**config.mk**
```make
export PLATFORM = sky130hd
export DESIGN_NAME = dmx_frame_receiver_change_detect
export DESIGN_NICKNAME = d
export VERILOG_FILES = /design/src/design/dmxcd_pkg.sv /design/src/design/dmxcd_parser.sv /design/src/design/dmx_frame_receiver_change_detect.sv
export SDC_FILE = /design/constraint.sdc
export NUM_CORES = 2
export LEC_CHECK = 0
export BUFFER_PORTS_ARGS = -buffer_cell sky130_fd_sc_hd__buf_2
export CAP_MARGIN = 0
export CORE_ASPECT_RATIO = 1.75
export CORE_UTILIZATION = 35
export DETAILED_ROUTE_END_ITERATION = 10
export PLACE_DENSITY = 0.58
export SLEW_MARGIN = 20
export SYNTH_ARGS = -nofsm -noshare
export SYNTH_HDL_FRONTEND = slang
export SYNTH_HIERARCHICAL = 1
export SYNTH_SLANG_ARGS = --single-unit
```
**constraint.sdc**
```tcl
create_clock -name clk -period 13.2 [get_ports clk]
set_input_delay 0.66 -clock clk [delete_from_list [all_inputs] [get_ports clk]]
set_output_delay 0.66 -clock clk [all_outputs]
set_load 0.005 [all_outputs]
```
**src/design/dmxcd_pkg.sv**
```systemverilog
// dmxcd_pkg: shared widths, register indexes, reset values and the parser-to-store request type
// for the dmx frame receiver with change detection; no dependencies
`timescale 1ns / 1ps
`default_nettype none

package dmxcd_pkg;

    localparam int BYTE_W     = 8;
    localparam int INDEX_W    = 16;
    localparam int CHAN_W     = 9;
    localparam int NUM_W      = 16;
    localparam int CFG_IDX_W  = 8;
    localparam int CFG_DATA_W = 16;

    // configuration register indexes
    localparam logic [CFG_IDX_W-1:0] REG_START_BYTE    = 8'd0;
    localparam logic [CFG_IDX_W-1:0] REG_RECEIVE_LABEL = 8'd1;
    localparam logic [CFG_IDX_W-1:0] REG_END_BYTE      = 8'd2;
    localparam logic [CFG_IDX_W-1:0] REG_INPUT_NUMBER  = 8'd3;

    // reset values of the registers
    localparam logic [BYTE_W-1:0] START_BYTE_RST    = 8'd126;
    localparam logic [BYTE_W-1:0] RECEIVE_LABEL_RST = 8'd5;
    localparam logic [BYTE_W-1:0] END_BYTE_RST      = 8'd231;
    localparam logic [NUM_W-1:0]  INPUT_NUMBER_RST  = 16'd0;

    // shadow store lookup issued by the parser for one data word
    typedef struct packed {
        logic               lookup;
        logic [INDEX_W-1:0] index;
        logic [BYTE_W-1:0]  level;
    } dmxcd_req_t;

endpackage

`default_nettype wire

```
**src/design/dmxcd_parser.sv**
```systemverilog
// dmxcd_parser: frame header state machine and data word counter
// depends on dmxcd_pkg
`timescale 1ns / 1ps
`default_nettype none

module dmxcd_parser #(
    parameter int CHANNELS = 512
) (
    input  wire                             clk,
    input  wire                             rst_n,
    input  wire                             accept,
    input  wire [dmxcd_pkg::BYTE_W-1:0]     rx_byte,
    input  wire [dmxcd_pkg::BYTE_W-1:0]     start_byte,
    input  wire [dmxcd_pkg::BYTE_W-1:0]     receive_label,
    input  wire [dmxcd_pkg::BYTE_W-1:0]     end_byte,
    output dmxcd_pkg::dmxcd_req_t           req
);

    localparam logic [2:0] PH_HUNT   = 3'd0;
    localparam logic [2:0] PH_LABEL  = 3'd1;
    localparam logic [2:0] PH_LEN_LO = 3'd2;
    localparam logic [2:0] PH_LEN_HI = 3'd3;
    localparam logic [2:0] PH_STATUS = 3'd4;
    localparam logic [2:0] PH_SCODE  = 3'd5;
    localparam logic [2:0] PH_DATA   = 3'd6;

    logic [2:0]                      phase_reg;
    logic [2:0]                      phase_next;
    logic [dmxcd_pkg::INDEX_W-1:0]   length_reg;
    logic [dmxcd_pkg::INDEX_W-1:0]   length_next;
    logic [dmxcd_pkg::INDEX_W-1:0]   index_reg;
    logic [dmxcd_pkg::INDEX_W-1:0]   index_next;
    logic [dmxcd_pkg::INDEX_W-1:0]   index_inc;
    logic                            is_end;

    assign index_inc = index_reg + dmxcd_pkg::INDEX_W'(1);
    assign is_end    = (rx_byte == end_byte);

    // data word that needs a look at the shadow store
    assign req.lookup = (phase_reg == PH_DATA) && !is_end
                        && (index_reg < dmxcd_pkg::INDEX_W'(CHANNELS));
    assign req.index  = index_reg;
    assign req.level  = rx_byte;

    always_comb
    begin
        phase_next  = phase_reg;
        length_next = length_reg;
        index_next  = index_reg;
        unique case (phase_reg)
            PH_HUNT:
            begin
                if (rx_byte == start_byte)
                begin
                    phase_next = PH_LABEL;
                end
            end
            PH_LABEL:
            begin
                phase_next = (rx_byte == receive_label) ? PH_LEN_LO : PH_HUNT;
            end
            PH_LEN_LO:
            begin
                length_next = {8'd0, rx_byte};
                phase_next  = PH_LEN_HI;
            end
            PH_LEN_HI:
            begin
                length_next = {rx_byte, length_reg[7:0]};
                phase_next  = PH_STATUS;
            end
            PH_STATUS:
            begin
                phase_next = PH_SCODE;
            end
            PH_SCODE:
            begin
                index_next = '0;
                phase_next = (length_reg == '0) ? PH_HUNT : PH_DATA;
            end
            PH_DATA:
            begin
                if (is_end)
                begin
                    phase_next = PH_HUNT;
                end
                else
                begin
                    index_next = index_inc;
                    if (index_inc >= length_reg)
                    begin
                        phase_next = PH_HUNT;
                    end
                end
            end
            default:
            begin
                phase_next = PH_HUNT;
            end
        endcase
    end

    always_ff @(posedge clk or negedge rst_n)
    begin
        if (!rst_n)
        begin
            phase_reg  <= PH_HUNT;
            length_reg <= '0;
            index_reg  <= '0;
        end
        else if (accept)
        begin
            phase_reg  <= phase_next;
            length_reg <= length_next;
            index_reg  <= index_next;
        end
    end

endmodule

`default_nettype wire

```
**src/design/dmx_frame_receiver_change_detect.sv**
```systemverilog
// dmx_frame_receiver_change_detect: top level, config registers, shadow store
// and result register; depends on dmxcd_pkg and dmxcd_parser
`timescale 1ns / 1ps
`default_nettype none

// channel   | handshake              | payload
// ----------+------------------------+------------------------------------
// input     | in_valid / in_ready    | rx_byte
// result    | out_valid / out_ready  | source_input, channel, level
// config    | cfg_valid / cfg_ready  | cfg_index, cfg_data
//
// one word per cycle while results are taken; a changed channel raises out_valid
// after the store read at accept and the compare into the result register
// the shadow store is a ram with one read and one write per cycle; a fill count
// marks how far it has been written since reset and entries past it read as zero
// the input stalls while a lookup waits behind a result that is not taken yet;
// cfg_ready is always high

module dmx_frame_receiver_change_detect #(
    parameter int CHANNELS = 512
) (
    input  wire                                clk,
    input  wire                                rst_n,
    input  wire                                in_valid,
    output logic                               in_ready,
    input  wire [dmxcd_pkg::BYTE_W-1:0]        rx_byte,
    output logic                               out_valid,
    input  wire                                out_ready,
    output logic [dmxcd_pkg::NUM_W-1:0]        source_input,
    output logic [dmxcd_pkg::CHAN_W-1:0]       channel,
    output logic [dmxcd_pkg::BYTE_W-1:0]       level,
    input  wire                                cfg_valid,
    output logic                               cfg_ready,
    input  wire [dmxcd_pkg::CFG_IDX_W-1:0]     cfg_index,
    input  wire [dmxcd_pkg::CFG_DATA_W-1:0]    cfg_data
);

    localparam int AW     = $clog2(CHANNELS);
    localparam int FILL_W = $clog2(CHANNELS + 1);

    // configuration registers
    logic [dmxcd_pkg::BYTE_W-1:0]   start_byte_reg;
    logic [dmxcd_pkg::BYTE_W-1:0]   receive_label_reg;
    logic [dmxcd_pkg::BYTE_W-1:0]   end_byte_reg;
    logic [dmxcd_pkg::NUM_W-1:0]    input_number_reg;

    // parser side
    logic                           in_accept;
    dmxcd_pkg::dmxcd_req_t          req;

    // lookup stage, waits on the ram read
    logic                           s1_valid_reg;
    logic                           s1_valid_next;
    logic [AW-1:0]                  s1_addr_reg;
    logic [dmxcd_pkg::CHAN_W-1:0]   s1_chan_reg;
    logic [dmxcd_pkg::BYTE_W-1:0]   s1_level_reg;
    logic                           s1_go;

    // shadow store
    logic [dmxcd_pkg::BYTE_W-1:0]   shadow_mem [CHANNELS];
    logic [dmxcd_pkg::BYTE_W-1:0]   rd_data_reg;
    logic                           rd_en;
    logic [AW-1:0]                  rd_addr;
    logic                           wr_en;
    logic [FILL_W-1:0]              fill_reg;
    logic [FILL_W-1:0]              fill_next;
    logic                           entry_valid;
    logic [dmxcd_pkg::BYTE_W-1:0]   stored;
    logic                           changed;

    // result register
    logic                           out_valid_reg;
    logic                           out_valid_next;
    logic [dmxcd_pkg::NUM_W-1:0]    source_input_reg;
    logic [dmxcd_pkg::CHAN_W-1:0]   channel_reg;
    logic [dmxcd_pkg::BYTE_W-1:0]   level_reg;

    // ---------------------------------------------------------------
    // configuration port
    // ---------------------------------------------------------------
    assign cfg_ready = 1'b1;

    always_ff @(posedge clk or negedge rst_n)
    begin
        if (!rst_n)
        begin
            start_byte_reg    <= dmxcd_pkg::START_BYTE_RST;
            receive_label_reg <= dmxcd_pkg::RECEIVE_LABEL_RST;
            end_byte_reg      <= dmxcd_pkg::END_BYTE_RST;
            input_number_reg  <= dmxcd_pkg::INPUT_NUMBER_RST;
        end
        else if (cfg_valid && cfg_ready)
        begin
            unique case (cfg_index)
                dmxcd_pkg::REG_START_BYTE:    start_byte_reg    <= cfg_data[7:0];
                dmxcd_pkg::REG_RECEIVE_LABEL: receive_label_reg <= cfg_data[7:0];
                dmxcd_pkg::REG_END_BYTE:      end_byte_reg      <= cfg_data[7:0];
                dmxcd_pkg::REG_INPUT_NUMBER:  input_number_reg  <= cfg_data;
                default:
                begin
                    // unused index, write is dropped
                end
            endcase
        end
    end

    // ---------------------------------------------------------------
    // frame parser
    // ---------------------------------------------------------------
    // lookup stage moves on when the result slot is free or being emptied
    assign s1_go     = s1_valid_reg && (!out_valid_reg || out_ready);
    assign in_ready  = !s1_valid_reg || s1_go;
    assign in_accept = in_valid && in_ready;

    dmxcd_parser #(
        .CHANNELS      (CHANNELS)
    ) u_parser (
        .clk           (clk),
        .rst_n         (rst_n),
        .accept        (in_accept),
        .rx_byte       (rx_byte),
        .start_byte    (start_byte_reg),
        .receive_label (receive_label_reg),
        .end_byte      (end_byte_reg),
        .req           (req)
    );

    // ---------------------------------------------------------------
    // shadow store: read at accept; the lookup stage does the compare and write later
    // ---------------------------------------------------------------
    assign rd_en   = in_accept && req.lookup;
    assign rd_addr = req.index[AW-1:0];

    // entries at or past the fill count were never written and read as zero
    assign entry_valid = (FILL_W'(s1_addr_reg) < fill_reg);
    assign stored      = entry_valid ? rd_data_reg : '0;
    assign changed     = (stored != s1_level_reg);

    // an unwritten entry is always written so the fill count can grow;
    // indexes within a frame run up from zero, so the store fills in order
    assign wr_en = s1_go && (changed || !entry_valid);

    always_ff @(posedge clk)
    begin
        if (wr_en)
        begin
            shadow_mem[s1_addr_reg] <= s1_level_reg;
        end
        if (rd_en)
        begin
            // forward a write to the same entry in the same cycle
            if (wr_en && (s1_addr_reg == rd_addr))
            begin
                rd_data_reg <= s1_level_reg;
            end
            else
            begin
                rd_data_reg <= shadow_mem[rd_addr];
            end
        end
    end

    always_comb
    begin
        fill_next = fill_reg;
        if (wr_en && (FILL_W'(s1_addr_reg) == fill_reg))
        begin
            fill_next = fill_reg + FILL_W'(1);
        end
    end

    always_comb
    begin
        s1_valid_next = s1_valid_reg;
        if (rd_en)
        begin
            s1_valid_next = 1'b1;
        end
        else if (s1_go)
        begin
            s1_valid_next = 1'b0;
        end
    end

    always_ff @(posedge clk or negedge rst_n)
    begin
        if (!rst_n)
        begin
            fill_reg     <= '0;
            s1_valid_reg <= 1'b0;
        end
        else
        begin
            fill_reg     <= fill_next;
            s1_valid_reg <= s1_valid_next;
        end
    end

    always_ff @(posedge clk)
    begin
        if (rd_en)
        begin
            s1_addr_reg  <= rd_addr;
            s1_chan_reg  <= req.index[dmxcd_pkg::CHAN_W-1:0];
            s1_level_reg <= req.level;
        end
    end

    // ---------------------------------------------------------------
    // result register
    // ---------------------------------------------------------------
    always_comb
    begin
        out_valid_next = out_valid_reg;
        if (s1_go && changed)
        begin
            out_valid_next = 1'b1;
        end
        else if (out_ready)
        begin
            out_valid_next = 1'b0;
        end
    end

    always_ff @(posedge clk or negedge rst_n)
    begin
        if (!rst_n)
        begin
            out_valid_reg <= 1'b0;
        end
        else
        begin
            out_valid_reg <= out_valid_next;
        end
    end

    always_ff @(posedge clk)
    begin
        if (s1_go && changed)
        begin
            source_input_reg <= input_number_reg;
            channel_reg      <= s1_chan_reg;
            level_reg        <= s1_level_reg;
        end
    end

    assign out_valid    = out_valid_reg;
    assign source_input = source_input_reg;
    assign channel      = channel_reg;
    assign level        = level_reg;

endmodule

`default_nettype wire

```
==> results.json <==
{
  "outcome": "complete, no violations",
  "grt-ovfl-total": 0,
  "drive_gt1_share_pct": 22.2,
  "ant_nets": 0,
  "io_pins": 73,
  "placed_area_um2": 174000,
  "rr_worst_depth": 12,
  "hold_class": "in -> reg",
  "die_h_um": 915,
  "regMostFlops": "shadow_mem",
  "netlist-cell-type-count": 96,
  "slew_headroom_pct": 4.60,
  "core_region_area_um2": 473000,
  "drv_cap": 0,
  "drcViolationCount": 0,
  "power.leakage_nw": 57.1,
  "avgViaCountPerCell": 5.73,
  "numCtsBuffers": 359,
  "die_width_um": 523,
  "clk_path_buf_depth": 4,
  "ys.flop_type": "edfxtp_1",
  "drt-total-wl_um": 525000,
  "final_area_um2": 187000,
  "final_common_cell": "edfxtp_1",
  "max_freq_ghz": 0.163,
  "cts_tree": "yes",
  "skew_ns": 0.0649,
  "layout_common_cells": "edfxtp_1 (4154), mux4_2 (854), nor2_1 (559), mux2i_1 (465), clkbuf_16 (368)",
  "clk_pin_slew_ns": 0.07,
  "rows": 334,
  "layout_worst_path_cycle_share_pct": 46.3,
  "ys_ff_latch": 4241,
  "p_per_area_nw_per_um2": 179,
  "htreeDepth": 5,
  "ys_warn_count": 6,
  "avgRoutedWirePerCell_um": 35.2,
  "grt_first_pass_wirelength_um": 721000,
  "async_flop_share_pct": 2.05,
  "gp_congestion": 0.914,
  "netlist_instances": 8214,
  "finalCriticalPeriod_ns": 6.12,
  "cp-end-kind": "register",
  "setup_viol": 0,
  "clock-sinks": 4241,
  "final_nets": 8459,
  "r2r_slack_ns": 7.08,
  "cts-root-buf": "clkbuf_16",
  "syn_nets": 8278,
  "grt_pass1_vias": 88285,
  "setup.worst_path.start_class": "register",
  "worst_ep_arrival_time_ns": 6.91,
  "hpwl_um": 336000,
  "rr_startpoint": "u_parser/index_reg[3]",
  "largest_reg_flops": 4096,
  "hold_end": "end_byte_reg[0]",
  "io_buffers": 71,
  "antenna_found_initial": 19,
  "drt-initial-drc-count": 10030,
  "fin_util_pct": 39.6,
  "rsz0062_at_grt": "no",
  "timing.rr.end": "rd_data_reg[2]",
  "clk_latency_ns": 0.99,
  "dr.pass1.iters": 7,
  "tns_ns": 0,
  "cp.required_ns": 13.99,
  "irDropWorstVdd_uv": 192,
  "grt_max_degree": 181,
  "hold_depth": 2,
  "avgSynthCellArea_um2": 20.3,
  "die_area_um2": 479000,
  "critical_path_class": "reg -> reg",
  "synth_edf_count": 4154,
  "hold_viol_final": 0,
  "min_from": "cfg_data[0]",
  "grt_usage_pct": 21.7,
  "seq_area_frac_synth_pct": 76.2,
  "vias": 85621,
  "syn2layout_area_growth_pct": 12.4,
  "cp_max_fo": 33,
  "tightest_slew_ns": 1.43,
  "slew_viol_final": 0,
  "synth_area_um2": 167000,
  "start_util_pct": 35.2
}
==> metrics by stage <==
| stage | setup slack (ns) | power (mW) | hold slack, ns | cells |
|---|---|---|---|---|
| floorplan | 3.95 | 20.0 | 0.364 | 8214 |
| global placement | 6.97 | 22.2 | 0.427 | 14221 |
| detailed placement | 7.10 | 22.3 | 0.435 | 14234 |
| CTS | 7.03 | 33.5 | 0.0113 | 14903 |
| global route | 7.11 | 34.2 | 0.0454 | 14924 |
| finish | 7.08 | 33.4 | 0.0683 | 14934 |
==> worst max-delay path: stages, from the launching register on <==
cell,delay (ns)
dfrtp_4,0.79
buf_4,0.64
buf_4,0.67
buf_4,0.41
nor2b_2,0.07
buf_4,0.28
a221oi_1,0.45
o21ai_2,0.41
nand3_1,0.68
a21oi_1,0.09
a2111oi_0,0.89
a31oi_1,0.17
mux2i_1,0.16
==> kinds of logic (layout without fill, tap and decap cells) <==
| group | count (synthesis) | after routing | share of synthesized area, % |
|---|---|---|---|
| muxes | 1384 | 1384 | 14.8 |
| AOI/OAI and AO/OA | 797 | 797 | 3.46 |
| other | 1 | 30 | 0.00225 |
| buffers and inverters | 553 | 1028 | 1.91 |
| DFF | 4241 | 4241 | 76.2 |
| xor gates and xnor gates | 59 | 59 | 0.324 |
| adders and majority gates | 27 | 27 | 0.203 |
| and+or+nand+nor | 1152 | 1152 | 3.09 |
==> Yosys cell counts, types with 65 or more instances <==
cell type	number	area share (%)
a21oi_1	135	0.41
a22oi_1	84	0.38
buf_2	151	0.45
buf_4	65	0.29
buf_6	66	0.45
clkbuf_1	189	0.43
dfrtp_1	73	1.1
edfxtp_1	4154	75
mux2i_1	465	2.8
mux4_2	854	12
nand2_1	226	0.51
nand3_1	66	0.20
nor2_1	578	1.3
nor3_1	76	0.23
o21ai_0	81	0.24
o221ai_1	133	0.70
o22ai_1	94	0.35
==> power by group <==
group          internal [mW]  switching, mW
sequential              14.8         0.0610
combinational           2.83           4.32
clock                   6.38           5.05
==> what timing repair did <==
item,in CTS,in global routing
hold buffers,14,0
hold endpoints to repair,65,0
setup buffers,0,0
gates resized for setup,0,0
==> worst max path at each step <==
stage / from / to / slack (ns) / cells after the start
after floorplan: s1_level_reg[3] / shadow_mem[386][0] / 3.95 / 9
after global placement: u_parser/index_reg[0] / rd_data_reg[5] / 6.97 / 10
after detailed placement: s1_level_reg[6] / shadow_mem[123][1] / 7.10 / 10
after CTS: s1_level_reg[6] / shadow_mem[123][5] / 7.03 / 10
after global routing: u_parser/index_reg[1] / rd_data_reg[3] / 7.11 / 10
final: u_parser/index_reg[3] / rd_data_reg[2] / 7.08 / 12
==> metal layers <==
metal | up-vias | wire length [µm] | GRT usage, %
met5 | - | 38 | 0
met4 | 6 | 48800 | 16.9
met3 | 1205 | 32600 | 3.03
met2 | 4246 | 272000 | 38.3
met1 | 45828 | 172000 | 23.3
li1 | 34336 | - | -
==> final cells by class <==
type	count	area [µm²]
inverters	41	166
well taps	6216	7780
flip-flops and latches	4241	127000
clock buffers	411	9390
repair buffers	332	2750
diodes	29	72.6
fillers	41999	286000
multi-input cells	3420	37000
clock inverters	244	3060
No activity file was read; power rests on OpenSTA's default activity.
